## config.mk

```make
export PLATFORM = sky130hd
export DESIGN_NAME = ise_cell
export DESIGN_NICKNAME = d
export VERILOG_FILES = /design/src/sv/ise_pkg.sv /design/src/sv/ise_cell.sv
export SDC_FILE = /design/constraint.sdc
export NUM_CORES = 1
export LEC_CHECK = 0
export ABC_AREA = 1
export BUFFER_PORTS_ARGS = -buffer_cell sky130_fd_sc_hd__clkbuf_2
export CAP_MARGIN = 20
export CORE_MARGIN = 2
export CORE_UTILIZATION = 45
export CTS_CLUSTER_SIZE = 25
export DETAILED_ROUTE_END_ITERATION = 8
export PLACE_DENSITY = 0.69
export SETUP_SLACK_MARGIN = 0.1
export SLEW_MARGIN = 0
export SYNTH_ARGS = -nofsm -noshare
export SYNTH_HDL_FRONTEND = slang
export SYNTH_SLANG_ARGS = --single-unit
```

## constraint.sdc

```tcl
create_clock -name clk -period 6.7 [get_ports clk]
set_clock_uncertainty 0.05 [all_clocks]
set_input_delay 1.005 -clock clk [delete_from_list [all_inputs] [get_ports clk]]
set_output_delay 1.005 -clock clk [all_outputs]
set_load 0.1 [all_outputs]
```

## src/sv/ise_pkg.sv

```systemverilog
// ----------------------------------------------------------------------------
// ise_pkg
// Shared types and constants of the interval set engine.
// ----------------------------------------------------------------------------
`default_nettype none

package ise_pkg;

	localparam logic [2:0] CMD_ADD    = 3'd0;
	localparam logic [2:0] CMD_REMOVE = 3'd1;
	localparam logic [2:0] CMD_QUERY  = 3'd2;
	localparam logic [2:0] CMD_SET    = 3'd3;
	localparam logic [2:0] CMD_READ   = 3'd4;

	localparam logic [1:0] ST_OK   = 2'd0;
	localparam logic [1:0] ST_BAD  = 2'd1;
	localparam logic [1:0] ST_FULL = 2'd2;

	localparam logic signed [63:0] BOUND_MAX = 64'sh7fff_ffff_ffff_ffff;

	typedef enum logic [1:0] {
		S_IDLE,
		S_CLASS,
		S_EVAL
	} state_t;

	typedef enum logic [2:0] {
		C_HOLD,
		C_CLASS,
		C_SHIFT_L,
		C_INSERT,
		C_MERGE,
		C_SPLIT,
		C_SET
	} cell_op_t;

	typedef struct packed {
		cell_op_t         op;
		logic             is_add;
		logic             trim_en;
		logic signed [63:0] rlo;
		logic signed [63:0] rhi;
	} cell_ctl_t;

	typedef struct packed {
		logic signed [63:0] lo;
		logic signed [63:0] hi;
		logic             mrg;
		logic             del;
		logic             split;
		logic             abv;
		logic             below;
	} cell_nb_t;

	function automatic logic signed [63:0] sat_inc(input logic signed [63:0] v);
		sat_inc = (v == BOUND_MAX) ? v : v + 64'sd1;
	endfunction

endpackage

`default_nettype wire

```

## src/sv/ise_cell.sv

```systemverilog
// ----------------------------------------------------------------------------
// ise_cell
// One table slot: holds a range, classifies it against the request and
// shifts with its neighbors.
// ----------------------------------------------------------------------------
`default_nettype none

module ise_cell import ise_pkg::*; (
	input  logic      clk,
	input  logic      arst_n,
	input  cell_ctl_t ctl,
	input  logic      valid,
	input  logic      pick,
	input  cell_nb_t  prv,
	input  cell_nb_t  nxt,
	input  logic      pfx_in,
	output logic      pfx_out,
	output cell_nb_t  nb,
	output logic      cov,
	output logic      hit
);

	logic signed [63:0] lo_q, hi_q, lo_d, hi_d;
	logic mrg_q, del_q, split_q, abv_q, below_q, cov_q, hit_q;
	logic mrg_d, del_d, split_d, abv_d, below_d, cov_d, hit_d;
	logic mark;
	logic signed [63:0] nu_eh, nu_rh;

	assign mark    = ctl.is_add ? (mrg_q & nxt.mrg) : del_q;
	assign pfx_out = pfx_in | mark;
	assign nu_eh   = sat_inc(hi_q);
	assign nu_rh   = sat_inc(ctl.rhi);

	always_comb begin
		lo_d    = lo_q;
		hi_d    = hi_q;
		mrg_d   = mrg_q;
		del_d   = del_q;
		split_d = split_q;
		abv_d   = abv_q;
		below_d = below_q;
		cov_d   = cov_q;
		hit_d   = hit_q;
		case (ctl.op)
			C_CLASS: begin
				below_d = valid & (nu_eh < ctl.rlo);
				mrg_d   = valid & !(nu_eh < ctl.rlo) & (lo_q <= nu_rh);
				del_d   = valid & (lo_q >= ctl.rlo) & (hi_q <= ctl.rhi);
				split_d = valid & (lo_q < ctl.rlo) & (hi_q > ctl.rhi);
				abv_d   = valid & (lo_q > ctl.rhi);
				cov_d   = valid & (lo_q <= ctl.rlo) & (hi_q >= ctl.rhi);
				hit_d   = valid & pick;
				if (ctl.trim_en && valid) begin
					if (lo_q < ctl.rlo && hi_q >= ctl.rlo && hi_q <= ctl.rhi)
						hi_d = ctl.rlo - 64'sd1;
					if (lo_q >= ctl.rlo && lo_q <= ctl.rhi && hi_q > ctl.rhi)
						lo_d = ctl.rhi + 64'sd1;
				end
			end
			C_SHIFT_L: begin
				if (pfx_in || (mark && !ctl.is_add)) begin
					lo_d  = nxt.lo;
					hi_d  = nxt.hi;
					mrg_d = nxt.mrg;
					del_d = nxt.del;
				end else if (mark) begin
					hi_d = nxt.hi;
				end
			end
			C_INSERT: begin
				if (!below_q) begin
					if (prv.below) begin
						lo_d = ctl.rlo;
						hi_d = ctl.rhi;
					end else begin
						lo_d = prv.lo;
						hi_d = prv.hi;
					end
				end
			end
			C_MERGE: begin
				if (mrg_q) begin
					lo_d = (ctl.rlo < lo_q) ? ctl.rlo : lo_q;
					hi_d = (ctl.rhi > hi_q) ? ctl.rhi : hi_q;
				end
			end
			C_SPLIT: begin
				if (split_q) begin
					hi_d = ctl.rlo - 64'sd1;
				end else if (prv.split) begin
					lo_d = ctl.rhi + 64'sd1;
					hi_d = prv.hi;
				end else if (prv.abv) begin
					lo_d = prv.lo;
					hi_d = prv.hi;
				end
			end
			C_SET: begin
				lo_d = ctl.rlo;
				hi_d = ctl.rhi;
			end
			default: begin
			end
		endcase
	end

	always_ff @(posedge clk or negedge arst_n) begin
		if (!arst_n) begin
			mrg_q   <= 1'b0;
			del_q   <= 1'b0;
			split_q <= 1'b0;
			abv_q   <= 1'b0;
			below_q <= 1'b0;
			cov_q   <= 1'b0;
			hit_q   <= 1'b0;
		end else begin
			mrg_q   <= mrg_d;
			del_q   <= del_d;
			split_q <= split_d;
			abv_q   <= abv_d;
			below_q <= below_d;
			cov_q   <= cov_d;
			hit_q   <= hit_d;
		end
	end

	always_ff @(posedge clk) begin
		lo_q <= lo_d;
		hi_q <= hi_d;
	end

	assign nb.lo    = lo_q;
	assign nb.hi    = hi_q;
	assign nb.mrg   = mrg_q;
	assign nb.del   = del_q;
	assign nb.split = split_q;
	assign nb.abv   = abv_q;
	assign nb.below = below_q;
	assign cov      = cov_q;
	assign hit      = hit_q;

endmodule

`default_nettype wire

```

==> reports/summary.txt <==
status -> finished, final reports clean
CP arrival -> 5.55 ns
DRC Markers -> 0
DIE AREA -> 50470 um^2
ys async rst share -> 5.185%
CP max-delay cell -> edfxtp_1
setup_tns -> 0 ns
worst-margin pin slew -> 1.128 ns
crit-path max FO -> 6
pre-CTS setup slack -> 1.232 ns
H-tree levels -> 4
final WL -> 105.1 mm
Post-synth EDFFs -> 128
Top Usage Layer GRT -> met1
Longest Clk Path Bufs -> 2
Synth Flop Type -> edfxtp_1
Final ANT Viol Nets -> 0
Internal Power -> 2.372 mW
CTS buffer count -> 17
path type of the worst setup path -> flop to flop
area of the mapped netlist -> 21910 um^2
hold_buf cts -> 0
Setup Fix Bufs, Post-CTS -> 0
max frequency -> 0.1918 GHz
first-pass GRT wire length -> 150.1 mm
Pwr Density -> 197.5 nW/um^2
post_cts resized -> 0
most frequent cells in the layout -> nand2_1, clkbuf_2, inv_1, ha_1, nor2_1
Worst Setup End Kind -> flop
synth unique cells -> 56
Total Nets Final -> 4413
synthesized instance count -> 3120
Via Count -> 25800
clock latency at the later pin of the worst-skew pair -> 0.47 ns
post-DP HPWL -> 89.67 mm
Global Route Usage Sum -> 40.67%
grt ovf -> 0
non-filler instance count after layout -> 4265
die outline width -> 224.7 um
part of the power in combinational logic -> 54.5%
Detailed Routing Iterations Pass 1 -> 9
final hold viol count -> 0
final setup fails -> 0
I/O Buffers -> 534
Std-Cell Core Area -> 47950 um^2
syn avg cell area -> 7.023 um^2
flops & latches, synth -> 135
Final period util -> 77.81%
Slew Limit Fails -> 0
NetSw -> 2.747 mW
commonest non-fill, non-tap cell in the layout -> nand2_1
Max Cap Violations -> 0
I/O pin cnt -> 540
layout cells sized above 1 -> 17.68%
dpl cells -> 4218
Slew HR -> 24.10%
Clk pwr share -> 19.5%
Std-Cell Rows -> 80
Reg2Reg Depth -> 25
Startpoint Class -> flop
CTS tree -> built
CTS sink cnt -> 135
met2 Usage GRT -> 56.48%
largest net degree at the start of global routing -> 70
starting DRC count in detailed routing -> 3302
min Tclk post-route -> 5.213 ns
RePlAce Congestion -> 1.065
syn nets -> 3910
Data required, critical path -> 7.04 ns
Synth Warn # -> 0
Root Driver -> clkbuf_16
met1 GRT Util -> 58.93%
Leak Pwr -> 12.69 nW
CP max stage delay -> 0.51 ns
Switching Share -> 53.67%
GR Layer Usage met3 -> 10.67%
Chip Height -> 224.7 um
number of global-route vias before repair -> 23580
routed length per placed instance -> 24.64 um
Vias/cell -> 6.049
initial antenna violation count -> 13
initial cell density of the core -> 45.70%
Worst VDD drop -> 0.1892 mV
RSZ-0062 raised after global routing -> no
Layout area overhead -> 18.26%
sequential share of the synthesized area -> 18.34%
Hold Path Class -> primary input to asynchronous set/reset pin
clock-pin slew on the worst setup and hold paths -> 0.08 ns
Seq pwr share -> 26.0%
setup slack after layout -> 1.487 ns
flip-flops by register name (all words and copies together), names as in the netlist:
signal / cells
split_q: 1
hit: 1
cov: 1
del_q: 1
mrg_q: 1
hi_q: 64
abv_q: 1
below_q: 1
lo_q: 64
cells in the mapped netlist, types with 27 or more instances:
library cell  number  area [um^2]
nand2_1          567         2128
inv_1            467         1753
ha_1             386         4830
nor2_1           375         1408
a21oi_1          196        980.9
xor2_1           154         1349
edfxtp_1         128         3844
nor3_1           100        500.5
nand3_1           99        495.5
o21ai_0           98        490.5
nand4_1           80        500.5
clkbuf_1          59        221.5
a221oi_1          55        481.7
a22oi_1           50        375.4
o221ai_1          42        367.9
nor4_1            39        244.0
o2111ai_1         36        315.3
a211oi_1          32        240.2
o211ai_1          27        202.7
metrics by stage:
step | total power [mW] | utilization [%] | instance area [um^2] | hold WS (ns)
finish | 5.119 | 54.05 | 25910 | 0.3142
global route | 5.363 | 54.04 | 25910 | 0.3281
CTS | 5.035 | 53.96 | 25870 | 0.3164
detailed placement | 4.051 | 52.71 | 25270 | 0.4323
global placement | 4.029 | 52.71 | 25270 | 0.4344
floorplan | 3.246 | - | 21910 | 0.4042
power by group through the flow:
stage          clock [mW]  combinational (mW)  sequential (mW)
2_1_floorplan           0                1.21             2.03
3_3_place_gp            0                2.69             1.34
3_5_place_dp            0                2.72             1.33
4_1_cts             0.989                2.73             1.31
5_1_grt              1.02                3.01             1.34
6_report            0.999                2.79             1.33
routing by layer:
metal | vias to the layer above | part of all wire (%)
met5 | - | 0
met4 | 0 | 4.0
met3 | 203 | 14
met2 | 1748 | 40
met1 | 11890 | 42
li1 | 11950 | -
worst max-delay path, delay by kind of cell (launching register included):
kind,cells,cell delay [ns]
AOI/OAI and AO/OA,1,0.14
and+or+nand+nor,17,3.30
adders and majority gates,2,0.66
buffers and inverters,4,0.41
xor gates and xnor gates,1,0.08
DFF,1,0.51
final cells by class:
type | count | area (um^2)
Antenna cell | 14 | 35.03
Clock inverter | 12 | 100.1
Multi-Input combinational cell | 2439 | 15880
Fill cell | 4909 | 22030
Inverter | 478 | 1795
Tap cell | 615 | 769.5
Clock buffer | 20 | 500.5
Timing Repair Buffer | 552 | 2818
Sequential cell | 135 | 4019
path summary, 6_finish.rpt:
kind                         start  endpoint  slack, ns
setup reg to reg           hi_q[0]     mrg_q       1.49
max in group asynchronous   arst_n     mrg_q       6.10
setup / recovery           hi_q[0]     mrg_q       1.49
min in group clk             abv_q     abv_q       0.46
hold / removal              arst_n     del_q       0.31
hold reg to reg              abv_q     abv_q       0.46
kinds of logic (layout without fill, tap and decap cells):
logic type | Yosys count | after routing | synth area share, %
other cells | 0 | 14 | 0
fa+ha+maj | 386 | 386 | 22.04
xor+xnor | 155 | 155 | 6.195
flops | 135 | 135 | 18.34
compound gates | 576 | 576 | 17.11
buf+inv | 546 | 1062 | 9.444
simple gates | 1322 | 1322 | 26.87
Power figures use the tool's default switching activity.
